`config.mk`:
```
export PLATFORM = sky130hd
export DESIGN_NAME = ps2_mouse_paint_cursor
export DESIGN_NICKNAME = d
export VERILOG_FILES = /design/src/sv/ps2mpc_pkg.sv /design/src/sv/ps2mpc_front.sv /design/src/sv/ps2mpc_queue.sv /design/src/sv/ps2mpc_back.sv /design/src/sv/ps2_mouse_paint_cursor.sv
export SDC_FILE = /design/constraint.sdc
export NUM_CORES = 1
export LEC_CHECK = 0
export ABC_AREA = 1
export BUFFER_PORTS_ARGS = -buffer_cell sky130_fd_sc_hd__buf_4
export CAP_MARGIN = 20
export CORE_UTILIZATION = 55
export CTS_CLUSTER_SIZE = 16
export DETAILED_ROUTE_END_ITERATION = 7
export GPL_TIMING_DRIVEN = 0
export MAX_ROUTING_LAYER = met4
export PLACE_DENSITY = 0.82
export REMOVE_ABC_BUFFERS = 1
export SYNTH_ARGS = -nofsm -noshare
export SYNTH_HDL_FRONTEND = slang
export SYNTH_SLANG_ARGS = --single-unit
```
`constraint.sdc`:
```
create_clock -name clock -period 14.9 [get_ports clock]
set_input_delay 0.745 -clock clock [delete_from_list [all_inputs] [get_ports clock]]
set_output_delay 0.745 -clock clock [all_outputs]
set_load 0.1 [all_outputs]
```
`src/sv/ps2mpc_pkg.sv`:
```
// Shared types and constants for the PS/2 mouse paint cursor.
`default_nettype none
package ps2mpc_pkg;

   localparam int RX_W      = 8;
   localparam int POS_W     = 17;
   localparam int ADDR_W    = 18;
   localparam int BANK_W    = 3;
   localparam int CAND_W    = 20;
   localparam int Q_DEPTH   = 2;

   localparam int FRAME_WIDTH_DEFAULT  = 320;
   localparam int FRAME_PIXELS_DEFAULT = 76800;
   localparam int START_DEFAULT        = 76799;

   localparam logic [POS_W-1:0] BANK0_TOP = 17'd16383;
   localparam logic [POS_W-1:0] BANK1_TOP = 17'd32766;
   localparam logic [POS_W-1:0] BANK2_TOP = 17'd49149;
   localparam logic [POS_W-1:0] BANK3_TOP = 17'd65532;

   localparam logic [BANK_W-1:0] BANK_0 = 3'd0;
   localparam logic [BANK_W-1:0] BANK_1 = 3'd1;
   localparam logic [BANK_W-1:0] BANK_2 = 3'd2;
   localparam logic [BANK_W-1:0] BANK_3 = 3'd3;
   localparam logic [BANK_W-1:0] BANK_4 = 3'd4;

   localparam logic [1:0] BTN_LEFT  = 2'b01;
   localparam logic [1:0] BTN_RIGHT = 2'b10;
   localparam int         SIGN_X_BIT = 4;
   localparam int         SIGN_Y_BIT = 5;

   typedef enum logic [4:0] {
      PH_SKIP0  = 5'b00001,
      PH_SKIP1  = 5'b00010,
      PH_STATUS = 5'b00100,
      PH_DX     = 5'b01000,
      PH_DY     = 5'b10000
   } phase_type;

   typedef struct packed {
      logic [BANK_W-1:0] bank;
      logic [POS_W-1:0]  base;
      logic              value;
   } packet_type;

endpackage
`default_nettype wire

```
`src/sv/ps2mpc_front.sv`:
```
// Byte framing, cursor update and packet classification.
`default_nettype none
module ps2mpc_front #(
   parameter int FRAME_WIDTH  = ps2mpc_pkg::FRAME_WIDTH_DEFAULT,
   parameter int FRAME_PIXELS = ps2mpc_pkg::FRAME_PIXELS_DEFAULT
) (
   input  wire logic                            clock,
   input  wire logic                            reset,
   input  wire logic                            byte_valid,
   input  wire logic [ps2mpc_pkg::RX_W-1:0]     rx_byte,
   input  wire logic                            csr_write_enable,
   input  wire logic [ps2mpc_pkg::POS_W-1:0]    csr_write_data,
   output logic                                 pkt_push,
   output ps2mpc_pkg::packet_type               pkt_data
);
   import ps2mpc_pkg::*;

   localparam int LAST_PIXEL = FRAME_PIXELS - 1;
   localparam int RESET_POS  = (START_DEFAULT > LAST_PIXEL) ? LAST_PIXEL : START_DEFAULT;

   phase_type            phase_ff, phase_in;
   logic [RX_W-1:0]      status_ff, status_in;
   logic [RX_W-1:0]      dx_ff, dx_in;
   logic [POS_W-1:0]     cursor_ff, cursor_in;

   logic [1:0]           buttons;
   logic                 draw;
   logic signed [9:0]    dx9, dy9;
   logic signed [9:0]    qx, qy;
   logic signed [CAND_W-1:0] cand;
   logic                 cand_ok;
   logic [POS_W-1:0]     new_cursor;
   logic [POS_W-1:0]     csr_sat;

   always_comb begin
      buttons = status_ff[1:0];
      draw    = (buttons == BTN_LEFT) || (buttons == BTN_RIGHT);
      dx9 = {status_ff[SIGN_X_BIT], status_ff[SIGN_X_BIT], dx_ff};
      dy9 = {status_ff[SIGN_Y_BIT], status_ff[SIGN_Y_BIT], rx_byte};
      qx  = (dx9 + (dx9[9] ? 10'sd3 : 10'sd0)) >>> 2;
      qy  = (dy9 + (dy9[9] ? 10'sd3 : 10'sd0)) >>> 2;
      cand = signed'(CAND_W'(cursor_ff)) + CAND_W'(qx)
           - CAND_W'(CAND_W'(qy) * signed'(CAND_W'(FRAME_WIDTH)));
      cand_ok = !cand[CAND_W-1] && (cand <= signed'(CAND_W'(LAST_PIXEL)));
      new_cursor = cand_ok ? cand[POS_W-1:0] : cursor_ff;
      csr_sat = (CAND_W'(csr_write_data) > CAND_W'(LAST_PIXEL))
              ? POS_W'(LAST_PIXEL) : csr_write_data;
   end

   always_comb begin
      phase_in  = phase_ff;
      status_in = status_ff;
      dx_in     = dx_ff;
      cursor_in = cursor_ff;
      pkt_push  = 1'b0;
      if (byte_valid) begin
         case (phase_ff)
            PH_SKIP0:  phase_in = PH_SKIP1;
            PH_SKIP1:  phase_in = PH_STATUS;
            PH_STATUS: begin
               status_in = rx_byte;
               phase_in  = PH_DX;
            end
            PH_DX: begin
               dx_in    = rx_byte;
               phase_in = PH_DY;
            end
            PH_DY: begin
               phase_in = PH_STATUS;
               if (draw) begin
                  cursor_in = new_cursor;
                  pkt_push  = 1'b1;
               end
            end
            default:   phase_in = PH_SKIP0;
         endcase
      end
      if (csr_write_enable) begin
         cursor_in = csr_sat;
      end
   end

   always_comb begin
      pkt_data.base  = new_cursor;
      pkt_data.value = (buttons == BTN_RIGHT);
      if (new_cursor <= BANK0_TOP) begin
         pkt_data.bank = BANK_0;
      end else if (new_cursor <= BANK1_TOP) begin
         pkt_data.bank = BANK_1;
      end else if (new_cursor <= BANK2_TOP) begin
         pkt_data.bank = BANK_2;
      end else if (new_cursor <= BANK3_TOP) begin
         pkt_data.bank = BANK_3;
      end else begin
         pkt_data.bank = BANK_4;
      end
   end

   always_ff @(posedge clock) begin
      if (reset) begin
         phase_ff  <= PH_SKIP0;
         status_ff <= '0;
         dx_ff     <= '0;
         cursor_ff <= POS_W'(RESET_POS);
      end else begin
         phase_ff  <= phase_in;
         status_ff <= status_in;
         dx_ff     <= dx_in;
         cursor_ff <= cursor_in;
      end
   end

endmodule
`default_nettype wire

```
`src/sv/ps2mpc_queue.sv`:
```
// Short packet queue between the front and the write sequencer.
`default_nettype none
module ps2mpc_queue (
   input  wire logic                   clock,
   input  wire logic                   reset,
   input  wire logic                   push,
   input  wire ps2mpc_pkg::packet_type push_data,
   input  wire logic                   pop,
   output logic                        full,
   output logic                        empty,
   output ps2mpc_pkg::packet_type      head
);
   import ps2mpc_pkg::*;

   localparam int PTR_W = (Q_DEPTH > 1) ? $clog2(Q_DEPTH) : 1;
   localparam int CNT_W = $clog2(Q_DEPTH + 1);

   packet_type         slot_ff [Q_DEPTH];
   logic [PTR_W-1:0]   wr_ptr_ff, wr_ptr_in;
   logic [PTR_W-1:0]   rd_ptr_ff, rd_ptr_in;
   logic [CNT_W-1:0]   count_ff, count_in;
   logic               do_push, do_pop;

   always_comb begin
      full    = (count_ff == CNT_W'(Q_DEPTH));
      empty   = (count_ff == '0);
      head    = slot_ff[rd_ptr_ff];
      do_push = push && !full;
      do_pop  = pop && !empty;
      wr_ptr_in = wr_ptr_ff;
      rd_ptr_in = rd_ptr_ff;
      if (do_push) begin
         wr_ptr_in = (wr_ptr_ff == PTR_W'(Q_DEPTH - 1)) ? '0 : wr_ptr_ff + 1'b1;
      end
      if (do_pop) begin
         rd_ptr_in = (rd_ptr_ff == PTR_W'(Q_DEPTH - 1)) ? '0 : rd_ptr_ff + 1'b1;
      end
      count_in = count_ff + CNT_W'(do_push) - CNT_W'(do_pop);
   end

   always_ff @(posedge clock) begin
      if (do_push) begin
         slot_ff[wr_ptr_ff] <= push_data;
      end
   end

   always_ff @(posedge clock) begin
      if (reset) begin
         wr_ptr_ff <= '0;
         rd_ptr_ff <= '0;
         count_ff  <= '0;
      end else begin
         wr_ptr_ff <= wr_ptr_in;
         rd_ptr_ff <= rd_ptr_in;
         count_ff  <= count_in;
      end
   end

endmodule
`default_nettype wire

```
`src/sv/ps2mpc_back.sv`:
```
// Write sequencer: expands one packet into four pixel writes.
`default_nettype none
module ps2mpc_back #(
   parameter int FRAME_WIDTH = ps2mpc_pkg::FRAME_WIDTH_DEFAULT
) (
   input  wire logic                          clock,
   input  wire logic                          reset,
   input  wire logic                          q_empty,
   input  wire ps2mpc_pkg::packet_type        q_head,
   output logic                               q_pop,
   input  wire logic                          rsp_pop,
   output logic                               rsp_empty,
   output logic [ps2mpc_pkg::BANK_W-1:0]      rsp_bank,
   output logic signed [ps2mpc_pkg::ADDR_W-1:0] rsp_pixel_address,
   output logic                               rsp_pixel_value,
   output logic                               rsp_last
);
   import ps2mpc_pkg::*;

   logic [1:0]               step_ff, step_in;
   logic                     valid_ff, valid_in;
   logic [BANK_W-1:0]        bank_ff;
   logic signed [ADDR_W-1:0] addr_ff, addr_in;
   logic                     value_ff;
   logic                     last_ff;
   logic                     load;
   logic signed [ADDR_W-1:0] offset;

   always_comb begin
      load = (!valid_ff || rsp_pop) && !q_empty;
      case (step_ff)
         2'd0:    offset = '0;
         2'd1:    offset = ADDR_W'(1);
         2'd2:    offset = -ADDR_W'(FRAME_WIDTH - 1);
         default: offset = -ADDR_W'(FRAME_WIDTH);
      endcase
      addr_in = signed'(ADDR_W'(q_head.base)) + offset;
      q_pop   = load && (step_ff == 2'd3);
      step_in = load ? step_ff + 2'd1 : step_ff;
      valid_in = load || (valid_ff && !rsp_pop);
   end

   always_ff @(posedge clock) begin
      if (load) begin
         bank_ff  <= q_head.bank;
         addr_ff  <= addr_in;
         value_ff <= q_head.value;
         last_ff  <= (step_ff == 2'd3);
      end
   end

   always_ff @(posedge clock) begin
      if (reset) begin
         step_ff  <= '0;
         valid_ff <= 1'b0;
      end else begin
         step_ff  <= step_in;
         valid_ff <= valid_in;
      end
   end

   assign rsp_empty         = !valid_ff;
   assign rsp_bank          = bank_ff;
   assign rsp_pixel_address = addr_ff;
   assign rsp_pixel_value   = value_ff;
   assign rsp_last          = last_ff;

endmodule
`default_nettype wire

```
`src/sv/ps2_mouse_paint_cursor.sv`:
```
// The dy byte queues the packet; its first write then passes to the output register.
// Throughput: one pixel write per cycle while rsp_pop is held, four per drawing packet;
// one byte per cycle while the two-entry packet queue has room, set by the write sequencer.
// Reset: synchronous; drops the next two bytes, empties the queue and output register,
// and loads the cursor with 76799 (clamped to the last pixel of the frame).
`default_nettype none
module ps2_mouse_paint_cursor #(
   parameter int FRAME_WIDTH  = ps2mpc_pkg::FRAME_WIDTH_DEFAULT,
   parameter int FRAME_PIXELS = ps2mpc_pkg::FRAME_PIXELS_DEFAULT
) (
   input  wire logic                              clock,
   input  wire logic                              reset,
   input  wire logic                              req_push,
   output logic                                   req_full,
   input  wire logic [ps2mpc_pkg::RX_W-1:0]       req_rx_byte,
   output logic                                   rsp_empty,
   input  wire logic                              rsp_pop,
   output logic [ps2mpc_pkg::BANK_W-1:0]          rsp_bank,
   output logic signed [ps2mpc_pkg::ADDR_W-1:0]   rsp_pixel_address,
   output logic                                   rsp_pixel_value,
   output logic                                   rsp_last,
   input  wire logic                              csr_write_enable,
   input  wire logic [ps2mpc_pkg::POS_W-1:0]      csr_write_data
);
   import ps2mpc_pkg::*;

   logic        byte_valid;
   logic        pkt_push;
   packet_type  pkt_data;
   logic        q_full, q_empty, q_pop;
   packet_type  q_head;

   assign req_full   = q_full;
   assign byte_valid = req_push && !q_full;

   ps2mpc_front #(
      .FRAME_WIDTH  (FRAME_WIDTH),
      .FRAME_PIXELS (FRAME_PIXELS)
   ) u_front (
      .clock            (clock),
      .reset            (reset),
      .byte_valid       (byte_valid),
      .rx_byte          (req_rx_byte),
      .csr_write_enable (csr_write_enable),
      .csr_write_data   (csr_write_data),
      .pkt_push         (pkt_push),
      .pkt_data         (pkt_data)
   );

   ps2mpc_queue u_queue (
      .clock     (clock),
      .reset     (reset),
      .push      (pkt_push),
      .push_data (pkt_data),
      .pop       (q_pop),
      .full      (q_full),
      .empty     (q_empty),
      .head      (q_head)
   );

   ps2mpc_back #(
      .FRAME_WIDTH (FRAME_WIDTH)
   ) u_back (
      .clock             (clock),
      .reset             (reset),
      .q_empty           (q_empty),
      .q_head            (q_head),
      .q_pop             (q_pop),
      .rsp_pop           (rsp_pop),
      .rsp_empty         (rsp_empty),
      .rsp_bank          (rsp_bank),
      .rsp_pixel_address (rsp_pixel_address),
      .rsp_pixel_value   (rsp_pixel_value),
      .rsp_last          (rsp_last)
   );

   a_reset_empty: assert property (@(posedge clock) reset |=> rsp_empty)
      else $error("output not empty after reset");

   a_push_room: assert property (@(posedge clock) disable iff (reset)
      pkt_push |-> !q_full)
      else $error("packet pushed into full queue");

   a_packet_follows: assert property (@(posedge clock) disable iff (reset)
      (!rsp_empty && rsp_pop && !rsp_last) |=>
      (!rsp_empty && rsp_pixel_value == $past(rsp_pixel_value)
       && rsp_bank == $past(rsp_bank)))
      else $error("packet writes not contiguous");

   a_pop_on_last: assert property (@(posedge clock) disable iff (reset)
      q_pop |=> rsp_last)
      else $error("queue popped before fourth write");

endmodule
`default_nettype wire
```
==> qor.yml, run 1 <==
max_freq_ghz: 0.160
antenna_cells: 0
setup.worst_path.start_class: "flip-flop"
cpPeakStageDelay_ns: 0.45
crit_start: "u_front.status_ff[4]"
synth.yosys.seq_area_share: 0.376
post-place-ws_ns: 8.38
cts_resized: 0
wire_per_inst_um: 13.1
crit_end: "u_queue.slot_ff[0][19]"
drc: 0
grt_max_degree: 32
nFillCells: 1123
rows: 42
timing.rr.start: "u_front.status_ff[4]"
p_per_area_mw_per_mm2: 97.0
vias_per_cell: 5.28
final_cells: 1148
min_path_type: "reg -> reg"
syn2layout_area_growth_pct: 11.5
drv_slew: 0
maxCapViolCount: 0
post_cts_buffers: 0
antenna_left: 0
path_class: "reg -> reg"
synth.area.top_cells: "edfxtp_1, dfxtp_1, ha_1, nand2_1, inv_1"
leakage_nw: 3.93
r2r_cells: 42
setup_ws_ns: 8.64
cp_num_buf_inv: 3
finalCriticalPeriod_ns: 6.26
cp_slowest_cell: "o21ai_0"
critPathCaptureType: "flip-flop"
tns_ns: 0
worstPathRequired_ns: 15.00
antenna_found_initial: 0
clkTransAtPathRegs_ns: 0.08
sw_frac_of_total: 0.333
layout.nets: 1063
r2r_end: "u_queue.slot_ff[0][19]"
skew_ns: 0.00869
worstPathMaxFanout: 20
async_flop_share: 0
ys.flop_type: "edfxtp_1"
p_int_mw: 0.536
first_pass_iters: 5
grt.overflow.total: 0
clock-sinks: 107
status: "complete, no violations"
synthesis.instances: 917
dpl.cell_count: 1132
die_w_um: 118
max-vdd-ir-drop_mv: 0.0660
synth_edf_count: 65
seqPwrFrac: 0.414
final_common_cell: "nand2_1"
cts_tree: "yes"
grt_pass1_wl_mm: 25.8
ys_seq_elements: 107
p_switching_mw: 0.268
ys.warnings.count: 0
gp_congestion: 0.895
ios: 55
dieHeight_um: 118
grt_usage: 0.234
clkPwrFrac: 0.306
netlist.area_leader.share: 0.263
crit_family: "simple AND/OR/NAND/NOR gates"
setup_viol: 0
final_cell_mix: "nand2_1, inv_1, nor2_1"
htreeDepth: 3
numPortBuffers: 54
hold_violations: 0
yosysUniqueCellTypes: 45
ctsHoldBuffers: 0
worst-path-stages: 42
rsz0062_at_grt: "no"
cts_buffers: 9
clk_path_buf_depth: 2
ctsRootBufferMaster: "clkbuf_16"
hpwl_mm: 11.8
combPwrFrac: 0.280
tightest_slew_ns: 0.973
grt_pass1_vias: 5792
drt_wl_total_mm: 15.1
relSlewSlack: 0.350
syn-mean-instance-area_um2: 8.10
start_util: 0.563
syn-cell-area_mm2: 0.00743
drive_gt1_frac: 0.127
dieArea_mm2: 0.0140
yosys.area.top_type: "edfxtp_1"
drtIter0Drc: 270
clock_latency_ns: 0.35
vias: 6067
path_common_cell: "nand2_1"
cp.arrival_ns: 6.37
fin_crit_sh: 0.420
ff2ff_setup_slack_ns: 8.64
core_area_mm2: 0.0132
cells in the mapped netlist, types with 3 or more instances:
cell type and instances:
a21o_1 3, a21oi_1 54, a21oi_2 3, a31oi_1 10, buf_6 5, clkbuf_1 10
dfxtp_1 42, edfxtp_1 65, fa_1 3, ha_1 63, inv_1 139, inv_2 4
mux2_2 15, nand2_1 180, nand2_2 13, nand3_1 44, nand3_2 3, nand3b_1 8
nand4_1 9, nor2_1 80, nor2_2 3, nor3_1 9, o2111ai_1 14, o21ai_0 46
o21ai_1 8, o21bai_1 4, or2_2 3, xnor2_1 15, xor2_1 41
layout make-up:
type / instances / area (um^2) / share of cell area
multi-input combinational: 650 / 3990 / 0.481
clock inverter: 6 / 81.3 / 0.00982
inverter: 143 / 537 / 0.0648
timing repair buffer: 56 / 435 / 0.0526
sequential: 107 / 2790 / 0.337
clock buffer: 10 / 229 / 0.0277
tap: 176 / 220 / 0.0266
flip-flops by register name, indices dropped and copies added (netlist names), 2 cells and up, named ones only:
name                      count
u_queue.slot_ff              42
u_back.rsp_bank               3
u_back.rsp_pixel_address     18
u_front.cursor_ff            17
u_back.step_ff                2
u_front.phase_ff              5
u_queue.count_ff              2
u_front.dx_ff                 8
u_front.status_ff             4
power by group through the flow:
| stage | Sequential [mW] | Combinational (mW) | Clock (mW) |
|---|---|---|---|
| after global placement | 0.339 | 0.218 | 0 |
| after detailed placement | 0.339 | 0.222 | 0 |
| final | 0.332 | 0.225 | 0.246 |
| after CTS | 0.332 | 0.223 | 0.251 |
| after global routing | 0.333 | 0.258 | 0.262 |
| after floorplan | 0.338 | 0.170 | 0 |
how the worst min path moves through the flow:
stage	start	end	slack [ns]	cells past startpoint
after floorplan	u_front.status_ff[0]	u_front.status_ff[0]	0.44	2
after global placement	u_front.status_ff[0]	u_front.status_ff[0]	0.45	2
after detailed placement	u_front.status_ff[0]	u_front.status_ff[0]	0.46	2
after CTS	u_front.status_ff[0]	u_front.status_ff[0]	0.47	2
after global routing	u_front.status_ff[0]	u_front.status_ff[0]	0.50	2
final	u_front.status_ff[0]	u_front.status_ff[0]	0.47	2
metrics by stage:
stage                     total power [mW]  hold slack (ns)  cell area (um^2)  utilization
after detailed placement             0.561            0.461              7970        0.604
after global routing                 0.853            0.495              8280        0.628
after global placement               0.557            0.449              7940        0.602
after CTS                            0.807            0.471              8280        0.628
final                                0.803            0.473              8280        0.628
after floorplan                      0.508            0.438              7310            -
routing by layer:
| layer | vias to the layer above | part of all wire | track usage |
|---|---|---|---|
| met4 | 0 | 0.030 | 0.0946 |
| met3 | 33 | 0.039 | 0.0362 |
| met2 | 141 | 0.48 | 0.395 |
| met5 | - | 0 | - |
| met1 | 2731 | 0.45 | 0.279 |
| li1 | 3162 | - | - |
worst register-to-register path: cells and delay by family (launching register included):
family | cells | cell delay (ns)
XOR/XNOR | 1 | 0.14
flip-flops | 1 | 0.42
buffers and inverters | 3 | 0.27
adder cells (fa/ha/maj) | 3 | 0.79
AO/OA/AOI/OAI | 8 | 1.38
AND/OR/NAND/NOR | 27 | 3.05
logic make-up (layout without fill, tap and decap cells):
kind of cell / after synthesis / in the layout / synth area share
buffers and inverters: 160 / 215 / 0.0883
AO/OA/AOI/OAI: 154 / 154 / 0.122
multiplexers: 15 / 15 / 0.0227
AND/OR/NAND/NOR: 359 / 359 / 0.211
flip-flops: 107 / 107 / 0.376
XOR/XNOR: 56 / 56 / 0.0660
adder cells (fa/ha/maj): 66 / 66 / 0.114
Power figures use the tool's default switching activity.
==> inputs of run 2 (changes only) <==
--- a/config.mk
+++ b/config.mk
@@ -5,7 +5,7 @@
 export SDC_FILE = /design/constraint.sdc
 export NUM_CORES = 1
 export LEC_CHECK = 0
-export ABC_AREA = 1
+export ABC_AREA = 0
 export BUFFER_PORTS_ARGS = -buffer_cell sky130_fd_sc_hd__buf_4
 export CAP_MARGIN = 20
 export CORE_UTILIZATION = 55
@@ -13,7 +13,7 @@
 export DETAILED_ROUTE_END_ITERATION = 7
 export GPL_TIMING_DRIVEN = 0
 export MAX_ROUTING_LAYER = met4
-export PLACE_DENSITY = 0.82
+export PLACE_DENSITY = 0.85
 export REMOVE_ABC_BUFFERS = 1
 export SYNTH_ARGS = -nofsm -noshare
 export SYNTH_HDL_FRONTEND = slang
==> constraint.sdc (replaced) <==
create_clock -name clock -period 5.23 [get_ports clock]
set_input_delay 0.2615 -clock clock [delete_from_list [all_inputs] [get_ports clock]]
set_output_delay 0.2615 -clock clock [all_outputs]
set_load 0.1 [all_outputs]
==> qor.yml, run 2 <==
status: "finished, violations left"
violations: "negative setup slack"
dieArea_mm2: 0.0132
grt_max_degree: 42
wire_per_inst_um: 18.9
synth.yosys.seq_area_share: 0.397
dpl.cell_count: 895
maxCapViolCount: 0
layout.nets: 900
final_cell_mix: "buf_4, edfxtp_1, nor2_1"
yosysMostFrequentCell: "edfxtp_1"
vias: 5984
async_flop_share: 0
antenna_cells: 0
numPortBuffers: 54
netlist.area_leader.share: 0.278
syn-mean-instance-area_um2: 10.2
antenna_left: 0
cts_tree: "yes"
setup.worst_path.start_class: "flip-flop"
synth_common_cells: "edfxtp_1, nor2_1, ha_1"
min_path_type: "in -> reg"
ys.warnings.count: 0
vias_per_cell: 6.12
core_area_mm2: 0.0122
leakage_nw: 3.71
grt_pass1_wl_mm: 27.8
yosys.area.top_type: "edfxtp_1"
clkTransAtPathRegs_ns: 0.07
cpPeakStageDelay_ns: 0.42
clock_latency_ns: 0.35
drive_gt1_frac: 0.323
hpwl_mm: 11.6
p_per_area_mw_per_mm2: 280
antenna_found_initial: 0
first_pass_iters: 5
synthesis.instances: 689
critPathCaptureType: "flip-flop"
final_util: 0.751
skew_ns: 0.00919
grt.overflow.total: 0
path_class: "reg -> reg"
synth.area.top_cells: "edfxtp_1, dfxtp_1, ha_1, xnor2_1, nor2_1"
fin_crit_sh: 1.13
hold_violations: 0
ctsHoldBuffers: 0
ctsRootBufferMaster: "clkbuf_16"
cp.arrival_ns: 6.02
drt_wl_total_mm: 18.5
ys.flop_type: "edfxtp_1"
gp_congestion: 0.911
worstPathRequired_ns: 5.33
r2r_end: "u_queue.slot_ff[1][20]"
relSlewSlack: 0.374
drc: 0
crit_start: "u_front.status_ff[4]"
rows: 40
dieHeight_um: 115
finalCriticalPeriod_ns: 5.92
clk_path_buf_depth: 2
syn-cell-area_mm2: 0.00703
r2r_cells: 29
setup_ws_ns: -0.692
tightest_slew_ns: 0.939
max_freq_ghz: 0.169
hold_ws_ns: 0.151
ios: 55
largest_register_ffs: 42
setup_viol: 57
clock-sinks: 107
worstPathMaxFanout: 8
ff2ff_setup_slack_ns: -0.69
crit_end: "u_queue.slot_ff[1][20]"
final_cells: 977
post-place-ws_ns: -1.99
max-vdd-ir-drop_mv: 0.177
drv_slew: 0
start_util: 0.576
synth_edf_count: 65
cp_slowest_cell: "ha_1"
syn2layout_area_growth_pct: 30.4
drtIter0Drc: 492
timing.rr.start: "u_front.status_ff[4]"
die_w_um: 115
rsz0062_at_grt: "yes"
htreeDepth: 3
largest-register: "u_queue.slot_ff"
grt_pass1_vias: 5844
cts_buffers: 9
grt_usage: 0.280
ys_seq_elements: 107
final_common_cell: "buf_4"
yosysUniqueCellTypes: 75
[run 2: critical path, delay by kind of cell, from the launching register on]
family / cells / cell delay, ns
compound gates: 10 / 1.76
xor+xnor: 1 / 0.17
fa+ha+maj: 3 / 0.86
buf+inv: 6 / 0.77
flops: 1 / 0.34
mux: 1 / 0.36
simple gates: 8 / 1.37
[run 2: kinds of logic (layout without fill, tap and decap cells)]
kind of cell | count (synthesis) | after routing | share of synthesized area
adder cells (fa/ha/maj) | 67 | 67 | 0.122
buffers and inverters | 51 | 170 | 0.0290
XOR/XNOR | 64 | 64 | 0.0808
flip-flops | 107 | 107 | 0.397
multiplexers | 42 | 42 | 0.0662
AND/OR/NAND/NOR | 202 | 202 | 0.141
AO/OA/AOI/OAI | 156 | 157 | 0.163
[run 2: stage by stage]
stage	power, mW	setup TNS (ns)	area [um^2]
after detailed placement	1.48	-98.02	7610
after global routing	2.64	-45.12	9170
after global placement	1.46	-109.16	7560
final	2.57	-29.69	9170
after floorplan	1.35	-61.78	6950
after CTS	2.44	-25.28	8660
[run 2: report_power, final]
| group | switching [mW] | leakage, nW | internal (mW) |
|---|---|---|---|
| clock | 0.313 | 0.136 | 0.375 |
| combinational | 0.486 | 2.64 | 0.451 |
| sequential | 0.0126 | 0.929 | 0.934 |
| total | 0.811 | 3.71 | 1.76 |
[run 2: worst min path at each step]
stage               cells past startpoint                 start  slack, ns               endpoint
floorplan                               1                 reset       0.32  u_front.cursor_ff[15]
global placement                        2  u_front.status_ff[1]       0.48   u_front.status_ff[1]
detailed placement                      2  u_front.status_ff[1]       0.49   u_front.status_ff[1]
CTS                                     2    csr_write_data[12]       0.15  u_front.cursor_ff[12]
global route                            2    csr_write_data[12]       0.16  u_front.cursor_ff[12]
finish                                  2    csr_write_data[12]       0.15  u_front.cursor_ff[12]
[run 2: cell type report]
cell class / instances / area (um^2)
Inverter: 32 / 120
Tap cell: 168 / 210
Clock inverter: 5 / 62.6
Multi-Input combinational cell: 532 / 4690
Timing Repair Buffer: 122 / 1060
Sequential cell: 107 / 2800
Clock buffer: 11 / 233
Fill cell: 773 / 3040
[run 2: repair_timing]
item / in CTS / in global routing
pin swaps: 35 / 35
setup buffers: 40 / 23
cloned: 3 / 0
resized for setup: 80 / 57
endpoints found under the setup margin: 57 / 57
[run 2: per-layer routing]
metal	up-vias	track usage	part of all wire
met5	-	-	0
met4	0	0.130	0.049
met3	84	0.0416	0.055
met2	255	0.498	0.50
met1	2871	0.308	0.39
li1	2774	-	-
